### src/sv/lhss_pkg.sv
// Shared types and constants for the link heartbeat and sync supervisor.
package lhss_pkg;

    // Minimum payload byte count of a sync request or sync response
    localparam logic [7:0] SYNC_PAYLOAD_BYTES = 8'd5;

    // Input mode codes
    localparam logic MODE_TICK   = 1'b0;
    localparam logic MODE_PACKET = 1'b1;

    // Received packet kinds
    localparam logic [2:0] KIND_KEY_EVENT = 3'd0;
    localparam logic [2:0] KIND_KEY_STATE = 3'd1;
    localparam logic [2:0] KIND_PING      = 3'd2;
    localparam logic [2:0] KIND_PONG      = 3'd3;
    localparam logic [2:0] KIND_SYNC_REQ  = 3'd4;
    localparam logic [2:0] KIND_SYNC_RSP  = 3'd5;
    localparam logic [2:0] KIND_OTHER     = 3'd6;

    // Transmit request codes
    localparam logic [2:0] SEND_NONE = 3'd0;
    localparam logic [2:0] SEND_PING = 3'd1;
    localparam logic [2:0] SEND_PONG = 3'd2;
    localparam logic [2:0] SEND_SREQ = 3'd3;
    localparam logic [2:0] SEND_SRSP = 3'd4;

    // Sync status codes
    localparam logic [2:0] SYNC_NONE = 3'd0;
    localparam logic [2:0] SYNC_PEND = 3'd1;
    localparam logic [2:0] SYNC_OK   = 3'd2;
    localparam logic [2:0] SYNC_BAD  = 3'd3;
    localparam logic [2:0] SYNC_TOUT = 3'd4;

    // LED pattern codes
    localparam logic [1:0] LED_OFF  = 2'd0;
    localparam logic [1:0] LED_SLOW = 2'd1;
    localparam logic [1:0] LED_FAST = 2'd2;

    // Configuration register indexes
    localparam logic [2:0] REG_MASTER_ROLE    = 3'd0;
    localparam logic [2:0] REG_LOCAL_PROTOCOL = 3'd1;
    localparam logic [2:0] REG_LOCAL_ROWS     = 3'd2;
    localparam logic [2:0] REG_LOCAL_COLS     = 3'd3;
    localparam logic [2:0] REG_HB_PERIOD      = 3'd4;
    localparam logic [2:0] REG_SYNC_WAIT      = 3'd5;
    localparam logic [2:0] REG_LINK_WAIT      = 3'd6;

    localparam logic [15:0] TIMER_MAX = 16'hFFFF;

    typedef struct packed {
        logic        master_role;
        logic [7:0]  local_protocol_version;
        logic [7:0]  local_rows;
        logic [7:0]  local_cols;
        logic [15:0] heartbeat_period;
        logic [15:0] sync_wait_limit;
        logic [15:0] link_wait_limit;
    } cfg_t;

    typedef struct packed {
        logic        mode;
        logic [2:0]  packet_kind;
        logic [7:0]  payload_length;
        logic [7:0]  peer_protocol_version;
        logic [15:0] peer_firmware_version;
        logic [7:0]  peer_rows;
        logic [7:0]  peer_cols;
    } item_t;

    typedef struct packed {
        logic        connected;
        logic [2:0]  sync_state;
        logic [15:0] ticks_since_rx;
        logic [15:0] ticks_since_beat;
        logic [15:0] ticks_since_sync;
        logic [7:0]  peer_protocol;
        logic [15:0] peer_firmware;
    } state_t;

    typedef struct packed {
        logic [2:0]  send_request;
        logic        link_up;
        logic [2:0]  sync_state;
        logic [1:0]  led_pattern;
        logic [7:0]  remote_protocol;
        logic [15:0] remote_firmware;
    } result_t;

endpackage

### src/sv/lhss_core.sv
// Next-state and result logic for one tick or packet item.
module lhss_core (
    input  lhss_pkg::cfg_t    cfg,
    input  lhss_pkg::state_t  state_cur,
    input  lhss_pkg::item_t   item,
    output lhss_pkg::state_t  state_next,
    output lhss_pkg::result_t result
);

    lhss_pkg::state_t st;
    logic [2:0]       send;
    logic             long_enough;
    logic             match;

    // Saturating timer increment
    function automatic logic [15:0] count_up(input logic [15:0] v);
        count_up = (v == lhss_pkg::TIMER_MAX) ? v : v + 16'd1;
    endfunction

    assign long_enough = (item.payload_length >= lhss_pkg::SYNC_PAYLOAD_BYTES);
    assign match = (item.peer_protocol_version == cfg.local_protocol_version) &&
                   (item.peer_rows == cfg.local_rows) &&
                   (item.peer_cols == cfg.local_cols);

    // Update state for a tick or a packet
    always_comb begin
        st   = state_cur;
        send = lhss_pkg::SEND_NONE;
        if (item.mode == lhss_pkg::MODE_TICK) begin
            st.ticks_since_rx   = count_up(state_cur.ticks_since_rx);
            st.ticks_since_beat = count_up(state_cur.ticks_since_beat);
            st.ticks_since_sync = count_up(state_cur.ticks_since_sync);
            if (cfg.master_role) begin
                // Master heartbeat: sync request when linked and unsynced, else ping
                if (st.ticks_since_beat >= cfg.heartbeat_period) begin
                    st.ticks_since_beat = '0;
                    if (st.connected && st.sync_state == lhss_pkg::SYNC_NONE) begin
                        send                = lhss_pkg::SEND_SREQ;
                        st.sync_state       = lhss_pkg::SYNC_PEND;
                        st.ticks_since_sync = '0;
                    end else begin
                        send = lhss_pkg::SEND_PING;
                    end
                end
                if (st.sync_state == lhss_pkg::SYNC_PEND &&
                    st.ticks_since_sync >= cfg.sync_wait_limit) begin
                    st.sync_state = lhss_pkg::SYNC_TOUT;
                end
            end
            // Drop a silent link
            if (st.connected && st.ticks_since_rx > cfg.link_wait_limit) begin
                st.connected  = 1'b0;
                st.sync_state = lhss_pkg::SYNC_NONE;
            end
        end else begin
            st.ticks_since_rx = '0;
            if (!st.connected) begin
                st.connected = 1'b1;
                if (cfg.master_role) begin
                    st.sync_state = lhss_pkg::SYNC_NONE;
                end
            end
            // Role-dependent packet handling
            if (item.packet_kind == lhss_pkg::KIND_PING && !cfg.master_role) begin
                send = lhss_pkg::SEND_PONG;
            end else if ((item.packet_kind == lhss_pkg::KIND_SYNC_REQ && !cfg.master_role &&
                          long_enough) ||
                         (item.packet_kind == lhss_pkg::KIND_SYNC_RSP && cfg.master_role &&
                          long_enough)) begin
                st.peer_protocol = item.peer_protocol_version;
                st.peer_firmware = item.peer_firmware_version;
                st.sync_state    = match ? lhss_pkg::SYNC_OK : lhss_pkg::SYNC_BAD;
                if (!cfg.master_role) begin
                    send = lhss_pkg::SEND_SRSP;
                end
            end
        end
    end

    // Build the result from the updated state
    always_comb begin
        state_next             = st;
        result.send_request    = send;
        result.link_up         = st.connected;
        result.sync_state      = st.sync_state;
        result.remote_protocol = st.peer_protocol;
        result.remote_firmware = st.peer_firmware;
        if (!st.connected) begin
            result.led_pattern = lhss_pkg::LED_SLOW;
        end else if (st.sync_state == lhss_pkg::SYNC_BAD) begin
            result.led_pattern = lhss_pkg::LED_FAST;
        end else begin
            result.led_pattern = lhss_pkg::LED_OFF;
        end
    end

endmodule

### src/sv/link_heartbeat_sync_supervisor.sv
// Top level of the link heartbeat and sync supervisor: input register, core, result register.
//
//  Channel  Ports                               Handshake
//  -------  ----------------------------------  ------------------------------
//  input    s_valid s_ready s_mode ... s_peer_* transfer when s_valid & s_ready
//  result   m_valid m_ready m_send_request ...  transfer when m_valid & m_ready
//  config   cfg_we cfg_index cfg_wdata          write when cfg_we
//
// One item per cycle sustained while m_ready stays high; m_valid rises as the item moves
// from the input register to the result register, and the state is updated on that hop.
// Reset (aresetn low, synchronous) empties both registers, clears the link state
// and loads the configuration defaults.
// A stalled result holds the result register; the input register still takes
// one more item, then s_ready drops until the result moves.
module link_heartbeat_sync_supervisor (
    input  logic        aclk,
    input  logic        aresetn,
    // configuration
    input  logic        cfg_we,
    input  logic [2:0]  cfg_index,
    input  logic [15:0] cfg_wdata,
    // input items
    input  logic        s_valid,
    output logic        s_ready,
    input  logic        s_mode,
    input  logic [2:0]  s_packet_kind,
    input  logic [7:0]  s_payload_length,
    input  logic [7:0]  s_peer_protocol_version,
    input  logic [15:0] s_peer_firmware_version,
    input  logic [7:0]  s_peer_rows,
    input  logic [7:0]  s_peer_cols,
    // results
    output logic        m_valid,
    input  logic        m_ready,
    output logic [2:0]  m_send_request,
    output logic        m_link_up,
    output logic [2:0]  m_sync_state,
    output logic [1:0]  m_led_pattern,
    output logic [7:0]  m_remote_protocol,
    output logic [15:0] m_remote_firmware
);

    lhss_pkg::cfg_t    cfg_reg;
    lhss_pkg::state_t  state_reg;
    lhss_pkg::state_t  state_next;
    lhss_pkg::item_t   in_item_reg;
    lhss_pkg::result_t out_reg;
    lhss_pkg::result_t result_next;
    logic              in_valid_reg;
    logic              out_valid_reg;
    logic              advance;

    // Configuration writes
    always_ff @(posedge aclk) begin
        if (!aresetn) begin
            cfg_reg.master_role            <= 1'b1;
            cfg_reg.local_protocol_version <= 8'd1;
            cfg_reg.local_rows             <= 8'd5;
            cfg_reg.local_cols             <= 8'd7;
            cfg_reg.heartbeat_period       <= 16'd100;
            cfg_reg.sync_wait_limit        <= 16'd500;
            cfg_reg.link_wait_limit        <= 16'd500;
        end else if (cfg_we) begin
            unique case (cfg_index)
                lhss_pkg::REG_MASTER_ROLE:    cfg_reg.master_role <= cfg_wdata[0];
                lhss_pkg::REG_LOCAL_PROTOCOL: cfg_reg.local_protocol_version <= cfg_wdata[7:0];
                lhss_pkg::REG_LOCAL_ROWS:     cfg_reg.local_rows <= cfg_wdata[7:0];
                lhss_pkg::REG_LOCAL_COLS:     cfg_reg.local_cols <= cfg_wdata[7:0];
                lhss_pkg::REG_HB_PERIOD:      cfg_reg.heartbeat_period <= cfg_wdata;
                lhss_pkg::REG_SYNC_WAIT:      cfg_reg.sync_wait_limit <= cfg_wdata;
                lhss_pkg::REG_LINK_WAIT:      cfg_reg.link_wait_limit <= cfg_wdata;
                default: ;
            endcase
        end
    end

    // Advance the held item when the result register is free or draining
    assign advance = in_valid_reg && (!out_valid_reg || m_ready);
    assign s_ready = !in_valid_reg || advance;

    // Input register
    always_ff @(posedge aclk) begin
        if (!aresetn) begin
            in_valid_reg <= 1'b0;
        end else if (s_ready) begin
            in_valid_reg <= s_valid;
        end
    end

    always_ff @(posedge aclk) begin
        if (s_valid && s_ready) begin
            in_item_reg.mode                  <= s_mode;
            in_item_reg.packet_kind           <= s_packet_kind;
            in_item_reg.payload_length        <= s_payload_length;
            in_item_reg.peer_protocol_version <= s_peer_protocol_version;
            in_item_reg.peer_firmware_version <= s_peer_firmware_version;
            in_item_reg.peer_rows             <= s_peer_rows;
            in_item_reg.peer_cols             <= s_peer_cols;
        end
    end

    lhss_core u_core (
        .cfg        (cfg_reg),
        .state_cur  (state_reg),
        .item       (in_item_reg),
        .state_next (state_next),
        .result     (result_next)
    );

    // Link state commits as the item moves to the result register
    always_ff @(posedge aclk) begin
        if (!aresetn) begin
            state_reg <= '0;
        end else if (advance) begin
            state_reg <= state_next;
        end
    end

    // Result register
    always_ff @(posedge aclk) begin
        if (!aresetn) begin
            out_valid_reg <= 1'b0;
        end else if (advance) begin
            out_valid_reg <= 1'b1;
        end else if (m_ready) begin
            out_valid_reg <= 1'b0;
        end
    end

    always_ff @(posedge aclk) begin
        if (advance) begin
            out_reg <= result_next;
        end
    end

    assign m_valid           = out_valid_reg;
    assign m_send_request    = out_reg.send_request;
    assign m_link_up         = out_reg.link_up;
    assign m_sync_state      = out_reg.sync_state;
    assign m_led_pattern     = out_reg.led_pattern;
    assign m_remote_protocol = out_reg.remote_protocol;
    assign m_remote_firmware = out_reg.remote_firmware;

endmodule

### config.mk
export PLATFORM = sky130hd
export DESIGN_NAME = link_heartbeat_sync_supervisor
export DESIGN_NICKNAME = d
export VERILOG_FILES = /design/src/sv/lhss_pkg.sv /design/src/sv/lhss_core.sv /design/src/sv/link_heartbeat_sync_supervisor.sv
export SDC_FILE = /design/constraint.sdc
export NUM_CORES = 1
export LEC_CHECK = 0
export BUFFER_PORTS_ARGS = -buffer_cell sky130_fd_sc_hd__buf_2
export CAP_MARGIN = 10
export CORE_AREA = 10 10 175 177
export CTS_CLUSTER_DIAMETER = 50
export DETAILED_ROUTE_END_ITERATION = 8
export DIE_AREA = 0 0 185 187
export SLEW_MARGIN = 10
export SYNTH_ARGS = -nofsm -noshare
export SYNTH_HDL_FRONTEND = slang
export SYNTH_HIERARCHICAL = 1
export SYNTH_SLANG_ARGS = --single-unit
### constraint.sdc
create_clock -name aclk -period 7 [get_ports aclk]
set_clock_uncertainty 0.2 [all_clocks]
set_input_delay 0 -clock aclk [delete_from_list [all_inputs] [get_ports aclk]]
set_output_delay 0 -clock aclk [all_outputs]
set_load 0.005 [all_outputs]
# ---- Yosys cells after proc, flatten, opt, wreduce, memory -nomap -nowiden
# Index checks and enable logic that the tools add are counted.
dict set report totals {
  ff_bits 236
  input_bits 76
  out_inout_bits 35
}
dict set report classes {
  addsub 3
  order_cmp 4
  n_eq_ne 17
  muxes 34
  bitwise_logic 1
  reduce_logical 29
}
# op n
set op_table {}
lappend op_table {{32-bit two-way mux} 4}
lappend op_table {{24-bit two-way mux} 3}
lappend op_table {{16-bit two-way mux} 4}
lappend op_table {{16-bit by 1-bit adder with 16-bit output (second input constant)} 3}
lappend op_table {{16-bit equality test (second input constant)} 3}
lappend op_table {{3-bit two-way mux} 16}
lappend op_table {{16-bit greater-or-equal comparator} 2}
lappend op_table {{8-bit equality test} 3}
lappend op_table {{20-bit two-way mux} 1}
lappend op_table {{16-bit > comparator} 1}
lappend op_table {{2-bit AND reduction} 8}
lappend op_table {{3-bit equality test (second input constant)} 5}
lappend op_table {{3-bit by 2-bit equality test with 1-bit output (second input constant)} 4}
lappend op_table {{1-bit logical AND} 12}
lappend op_table {{8-bit by 3-bit greater-or-equal comparator with 1-bit output (second input constant)} 1}
lappend op_table {{3-bit by 1-bit equality test with 1-bit output (second input constant)} 2}
lappend op_table {{3-bit logical NOT} 2}
lappend op_table {{2-bit two-way mux} 2}
lappend op_table {{4-bit two-way mux} 1}
lappend op_table {{1-bit logical NOT} 3}
lappend op_table {{1-bit logical OR} 3}
lappend op_table {{1-bit two-way mux} 3}
lappend op_table {{2-bit nonzero test} 1}
lappend op_table {{1-bit NOT} 1}

# ---- Logic depth before layout (Yosys ltp)
# Gate-level depths: netlist of run 1.
dict set report logic_depth {
  ltp_word 14
  mapped_depth 25
  mapped_depth_nobuf 22
}

# ---- By module
# The synthesis of run 1 kept the hierarchy.
# module n_inst cells_each area_per_inst_um2 seq_area_each_um2
set modules_own_cells {}
lappend modules_own_cells {link_heartbeat_sync_supervisor 1 690 8209.1 5575.3}
lappend modules_own_cells {lhss_core 1 585 3880.0 0.0}

# ---- Worst setup path after synthesis of run 1
# Ideal clock, no wire load.
dict set report synth_timing {
  kind {register -> register}
  startpoint {register state_reg[44] (netlist name)}
  endpoint {register state_reg[72] (netlist name)}
  setup_time_ps 135
  arrival_time_ps 5585
  t_required_ps 6665
  slack_ps 1079
  stages_incl_launch_ff 25
  path_buffers 3
  synth_period_minus_slack_ps 5921
  cell_sequence {dfxtp_1 > clkbuf_1 > and4_1 > nand4_1 > nor3_1 > nand3_1 > mux2_2 > ha_1 > nand4_1 > or4_1 > or4_4 > a31oi_1 > buf_2 > nor2_1 > ha_1 > o211ai_1 > a21oi_1 > nor4_1 > o41ai_1 > a31oi_1 > a32oi_1 > inv_1 > buf_4 > nand2_1 > mux2i_1}
}
# element line_no
set synth_rtl {}
lappend synth_rtl {{start, declared} link_heartbeat_sync_supervisor.sv:44} ;# lhss_pkg::state_t state_reg;
lappend synth_rtl {{start signal, assigned} link_heartbeat_sync_supervisor.sv:115} ;# state_reg <= state_next;

==> metrics, run 1 <==
Hold Path Class=in2reg; Synth cell types=63; Worst Path Class, Setup=reg2reg; CP arrival=6.37 ns; Max-Cap Viols=0; Slew HR=27.29%; Clock Sinks=236; WL met2=14,790 um; IO Pins=111; CTS tree=done; # diodes=0; top sig layer=met4; Final Cycle Share=88.86%; pin count of the biggest net entering global routing=143; core outline area=0.02732 mm2; final setup violating endpoints=0; Port Buffer Count=110; Synth async-reset ratio=0%; cell area power density=227.3 mW/mm2; area leader, netlist=dfxtp_1; min Tclk post-route=6.220 ns; H-Tree Depth=2; top cells by area, synth=dfxtp_1 25%, edfxtp_1 21%, mux2i_1 8.3%; final setup TNS=0 ns; DIE HEIGHT=187 um; Via Count=9,410; Critical Path RT=7.15 ns; DRC viols=0; Inserted Clock Buffers=34; cells resized by post-CTS repair=0; Die Area=0.03460 mm2; max reg flops=76; register area share after synthesis=46.12%; Worst-path clk slew=0.05 ns; Final #Nets=1,581; Pleak=5.935 nW; Max VDD drop=0.2151 mV; Final Hold Vio Count=4; FF+latch count, synth=236; latest clock arrival within the worst-skew pair=0.52 ns; Synth Flop Type=dfxtp_1; share of cells above drive strength 1=14.55%; row cnt=61; Mapped Nets=1,402; Via density=5.159; Root Driver=clkbuf_16; Initial DRT Pass Iterations=7; Routed WL=28,840 um; wire per inst=15.81 um; Slew Viols, Final=0; critical path peak fanout=16; Slew @ Worst Pin=1.084 ns; # fillers=2,468; Synth Instances=1,275; initial antenna violation count=0; metal3 WL=907 um; dpl hpwl=18,740 um; Initial Util=44.24%; global-route wire length before repair=47,220 um; clock buffer depth=3; overall power=3.384 mW; Critical Path End Type=flop; Area Growth Syn to Fin=23.15%; number of synthesized flops with an enable pin=85; synth warn=6; RSZ-0062 raised after global routing=false; Die Span X=185 um; worst hold slack=-0.07328 ns; fmax=160.8 MHz; Congestion Overflow GR=0; Mapped Area=0.01209 mm2; DR iter-0 viols=526; status=complete, but fails checks; top cell type's share of synthesized area=25.01%; GP Congestion=0.8485; crit start category=flop; vias in the first global route=9,189; synthesized area per cell=9.482 um2; gr usage total=16.60%; met1 wire length=12,500 um; failing checks=negative hold slack; ANT nets after route=0
[layout by cell type (no fill, tap or decap), types with 7 or more instances in the layout]
cell type	count
a21oi_1	48
a31oi_1	7
and2_1	13
buf_2	109
clkbuf_16	34
dfxtp_1	151
dlygate4sd3_1	120
edfxtp_1	85
ha_1	51
inv_1	56
mux2_2	26
mux2i_1	100
nand2_1	237
nand3_1	79
nand4_1	18
nor2_1	57
nor3_1	14
nor4_1	10
o21ai_0	81
xnor2_1	26
xor2_1	27
[worst max-delay path, stage by stage, from the launching register on]
cell and delay (ns):
dfxtp_1 0.50, and4_1 0.31, nand4_1 0.27, nor4_2 0.65, nor2_1 0.25, nand2_1 0.17, xnor2_1 0.08, ha_1 0.30
nand4_1 0.12, or4_1 0.47, or4_4 0.48, a31oi_1 0.18, buf_4 0.22, nor3_1 0.09, ha_1 0.29, o211ai_1 0.08
a21oi_1 0.15, nor4_1 0.08, o41ai_1 0.48, a31oi_1 0.16, a32oi_1 0.29, inv_1 0.09, nand2_1 0.06, mux2i_1 0.07
[synthesized netlist by cell type, types with 6 or more instances]
| cell | number |
|---|---|
| a22o_1 | 6 |
| nand3_1 | 79 |
| o31ai_1 | 6 |
| mux2i_1 | 100 |
| a31oi_1 | 7 |
| clkbuf_1 | 24 |
| buf_4 | 38 |
| nor3_1 | 14 |
| dfxtp_1 | 151 |
| nor2_1 | 57 |
| inv_1 | 56 |
| nand4_1 | 18 |
| and2_1 | 14 |
| edfxtp_1 | 85 |
| buf_2 | 24 |
| xnor2_1 | 26 |
| xor2_1 | 27 |
| mux2_2 | 26 |
| nand2_1 | 237 |
| a21o_1 | 6 |
| ha_1 | 51 |
| a21oi_1 | 48 |
| nor4_1 | 10 |
| o21ai_0 | 81 |
[path summary, 6_finish.rpt]
| path | startpoint | end | slack [ns] | cells after the start |
|---|---|---|---|---|
| setup / recovery | state_reg[44]$_SDFFE_PN0P_ | state_reg[72]$_SDFFE_PN0P_ | 0.78 | 23 |
| hold / removal | cfg_index[1] | cfg_reg[12]$_SDFFE_PN0P_ | -0.07 | 3 |
| setup reg to reg | state_reg[44]$_SDFFE_PN0P_ | state_reg[72]$_SDFFE_PN0P_ | 0.78 | 23 |
| hold reg to reg | state_reg[0]$_SDFFE_PN0P_ | state_reg[0]$_SDFFE_PN0P_ | 0.26 | 2 |
[layer usage]
layer | vias to the layer above | global-route usage, %
met5 | - | 0
met1 | 4422 | 20.36
met4 | 0 | 4.628
li1 | 4817 | -
met3 | 46 | 2.739
met2 | 125 | 29.12
[through the flow]
step           worst slack, ns  cell area [um2]  std cells  util (%)  hold slack [ns]
5_1_grt                 0.2588            14890       1824     54.49         0.004647
4_1_cts                 0.8481            14860       1822     54.40         0.003767
3_5_place_dp            0.8757            12560       1643     45.98         -0.02187
2_1_floorplan            1.079            12090       1275         -          -0.1040
3_3_place_gp            0.9578            12560       1643     45.98         -0.02409
6_report                0.7797            14890       1824     54.49         -0.07328
[cells by family (layout without fill, tap and decap cells)]
kind of cell | count (synthesis) | count (layout) | share of synthesized area, %
and+or+nand+nor | 469 | 469 | 17.75
DFF | 236 | 236 | 46.12
AOI/OAI and AO/OA | 189 | 189 | 9.698
buffers and inverters | 151 | 354 | 6.614
muxes | 126 | 126 | 10.70
xor gates and xnor gates | 53 | 53 | 3.840
adders and majority gates | 51 | 51 | 5.278
[what timing repair did]
item,4_1_cts,5_1_grt
hold buffers,119,1
buffers inserted,0,0
hold endpoints to repair,173,2
[cell type report]
| class | instances | area (um2) | area share (%) |
|---|---|---|---|
| clock inverter | 20 | 215.2 | 1.445 |
| clock buffer | 40 | 893.4 | 6.001 |
| tap | 346 | 432.9 | 2.908 |
| timing repair buffer | 238 | 1838 | 12.35 |
| sequential | 236 | 5575 | 37.45 |
| multi-input combinational | 888 | 5723 | 38.44 |
| inverter | 56 | 210.2 | 1.412 |
[power by group]
group          switching (mW)  internal (mW)  leakage, nW
clock network           0.632           1.03        0.538
registers              0.0202           1.47         2.03
logic                   0.122          0.110         3.37
Power figures use the tool's default switching activity.
==> run 2, diff against run 1 <==
Settings changed: ABC_AREA set to 1, CORE_AREA 10 10 175 177 to 10 10 180 182, DIE_AREA 0 0 185 187 to 0 0 190 192.
==> run 2 against run 1 <==
  * The flow now finishes without violations
  * Core utilization shrank 0.12 points
  * Area after synthesis rose by 5.1%
  * Sequential power up 5%
  * First-iteration DRC count rose by 19%
  * Clock-buffer cell count up 1
  * Global-route usage rose by 2.4 points
  * Cell area is 4.5% higher
  * Flip-flop and latch count did not move
  * Die area rose by 5.4%
  * Clock power about the same
==> metrics, run 2 <==
Area Growth Syn to Fin=22.52%; Worst Path Class, Setup=reg2reg; Hold Path Class=in2reg; Initial DRT Pass Iterations=5; H-Tree Depth=2; fin util=54.37%; Max VDD drop=0.2523 mV; R2R Setup Slk=1.95 ns; crit start category=flop; max reg flops=76; Crit. Startpoint=state_reg[40]$_SDFFE_PN0P_; number of hold buffers added after cts=121; DRC viols=0; status=finished, final reports clean; reg-to-reg critical path endpoint=state_reg[72]$_SDFFE_PN0P_; R2R depth=29; core outline area=0.02863 mm2; gr usage total=19.01%; commonest non-fill, non-tap cell in the layout=nand2_1; Die Area=0.03648 mm2; critical path's slowest cell=nand4_1; most common cell in the synthesized netlist=nand2_1; Mapped Area=0.01270 mm2; Sw Ratio=27.08%; Placed Instance Area=0.01326 mm2; min Tclk post-route=5.051 ns; Congestion Overflow GR=0; top cell type's share of synthesized area=23.80%; Clock Sinks=236; Root Driver=clkbuf_16; Critical Path End Type=flop; Final #Nets=2,006; Slew Viols, Final=0; Initial Util=44.37%; clock buffer depth=3; synth cell count leaders=400 x nand2_1, 346 x nor2_1, 161 x inv_1; Mapped Nets=1,826; ANT nets after route=0; share of cells above drive strength 1=10.56%; Max-Cap Viols=0; Die Span X=190 um; Synth async-reset ratio=0%; dpl hpwl=22,970 um; top cells by area, synth=dfxtp_1 24%, edfxtp_1 20%, nand2_1 12%; Routed WL=35,700 um; vias in the first global route=10,920; critical path peak fanout=15; Synth cell types=42; Synth Flop Type=dfxtp_1; Pleak=7.023 nW; register area share after synthesis=43.89%; CTS tree=done; Slew @ Worst Pin=1.144 ns; Worst-path clk slew=0.06 ns; DIE HEIGHT=192 um; Final Hold Vio Count=0; Inserted Clock Buffers=34; CP dominant cell by count=nor2_1; P_sw=1.002 mW; Critical Path RT=7.20 ns; final non-filler cell total=2,289; final setup TNS=0 ns; DR iter-0 viols=626; # fillers=2,667; Final Cycle Share=72.15%; synth warn=6; fmax=198.0 MHz; global-route wire length before repair=56,710 um; Via density=5.018; GP Congestion=0.8857; Port Buffer Count=110; Flop pwr share=42.2%; reg-to-reg critical path startpoint=state_reg[40]$_SDFFE_PN0P_; IO Pins=111; postcts setup bufs=0; Logic pwr share=13.3%; row cnt=62; pin count of the biggest net entering global routing=89; number of synthesized flops with an enable pin=85; Power Internal=2.698 mW; Via Count=11,486; CP arrival=5.25 ns; area leader, netlist=dfxtp_1; initial antenna violation count=1; latest clock arrival within the worst-skew pair=0.51 ns; max incr delay on CP=0.47 ns; FF+latch count, synth=236; synthesized area per cell=7.476 um2; cell area power density=237.8 mW/mm2; placed cells=2,106; clock power share=44.5%; worst setup path end=state_reg[72]$_SDFFE_PN0P_; commonest cells after routing, fill and taps aside=399 x nand2_1, 346 x nor2_1, 160 x inv_1, 150 x dfxtp_1, 121 x dlygate4sd3_1; cells resized by post-CTS repair=0; RSZ-0062 raised after global routing=false; Slew HR=23.74%; final setup violating endpoints=0; Synth Instances=1,699; wire per inst=15.60 um; Design Area, Final=0.01556 mm2
run 2: cell types whose count changed in the layout (fill, tap and decap cells not counted), sizes merged, moves of 42 or more:
cell / before / now
inv: 60 / 173
mux2i: 100 / 0
nand2: 238 / 404
nand3b: 2 / 78
nor2: 58 / 353
o21ai: 81 / 39
run 2: metal layers:
| metal | vias up | routed length [um] | GRT usage (%) |
|---|---|---|---|
| met2 | 298 | 17590 | 33.09 |
| met5 | - | 0 | 0 |
| met3 | 56 | 1741 | 3.101 |
| met4 | 0 | 735 | 5.464 |
| li1 | 5801 | - | - |
| met1 | 5331 | 15630 | 23.70 |
run 2: worst max-delay path, delay by kind of cell, from the launching register on:
| kind | cells | cell delay (ns) |
|---|---|---|
| AND/OR/NAND/NOR | 21 | 2.80 |
| adder cells (fa/ha/maj) | 3 | 0.88 |
| buffers and inverters | 4 | 0.54 |
| flip-flops | 1 | 0.44 |
| AO/OA/AOI/OAI | 1 | 0.08 |
run 2: logic make-up after synthesis:
logic type               after synthesis  synth area share, %
AO/OA/AOI/OAI                        114                4.935
XOR/XNOR                              40                2.817
buffers and inverters                264                9.328
adder cells (fa/ha/maj)               51                5.024
AND/OR/NAND/NOR                      994                34.00
flip-flops                           236                43.89
run 2: metrics by stage:
step                power (mW)  worst slack, ns  hold slack (ns)
CTS                      3.723            1.975        0.0001925
global placement         2.018            2.165         -0.02357
finish                   3.700            1.949          0.01101
global route             3.862            1.378         0.004173
floorplan                1.912            2.632          -0.1011
detailed placement       2.026            1.985         -0.02188
run 2: cell type report:
| cell class | count | area (um2) | share of cell area (%) |
|---|---|---|---|
| clock inverters | 20 | 170.2 | 1.093 |
| multi-input cells | 1199 | 5952 | 38.25 |
| well taps | 384 | 480.5 | 3.087 |
| repair buffers | 240 | 1832 | 11.77 |
| diodes | 1 | 2.502 | 0.01608 |
| inverters | 168 | 630.6 | 4.052 |
| flip-flops and latches | 236 | 5577 | 35.83 |
| clock buffers | 41 | 918.4 | 5.901 |
run 2: worst min-delay path by stage:
stage               slack (ns)                  startpoint                         to  cells after the start
floorplan                -0.10              s_peer_cols[0]   in_item_reg[0]$_DFFE_PP_                      0
global placement         -0.02  s_peer_firmware_version[8]  in_item_reg[24]$_DFFE_PP_                      1
detailed placement       -0.02         s_payload_length[0]  in_item_reg[40]$_DFFE_PP_                      1
CTS                     0.0002  s_peer_protocol_version[7]  in_item_reg[39]$_DFFE_PP_                      2
global route             0.004  s_peer_protocol_version[7]  in_item_reg[39]$_DFFE_PP_                      2
finish                    0.01            s_packet_kind[2]  in_item_reg[50]$_DFFE_PP_                      2
run 2: power by group through the flow:
stage                     sequential, mW  combinational (mW)  clock, mW
final                               1.56               0.493       1.65
after global placement              1.59               0.430          0
after detailed placement            1.59               0.437          0
after floorplan                     1.57               0.338          0
after CTS                           1.56               0.489       1.67
after global routing                1.57               0.560       1.73
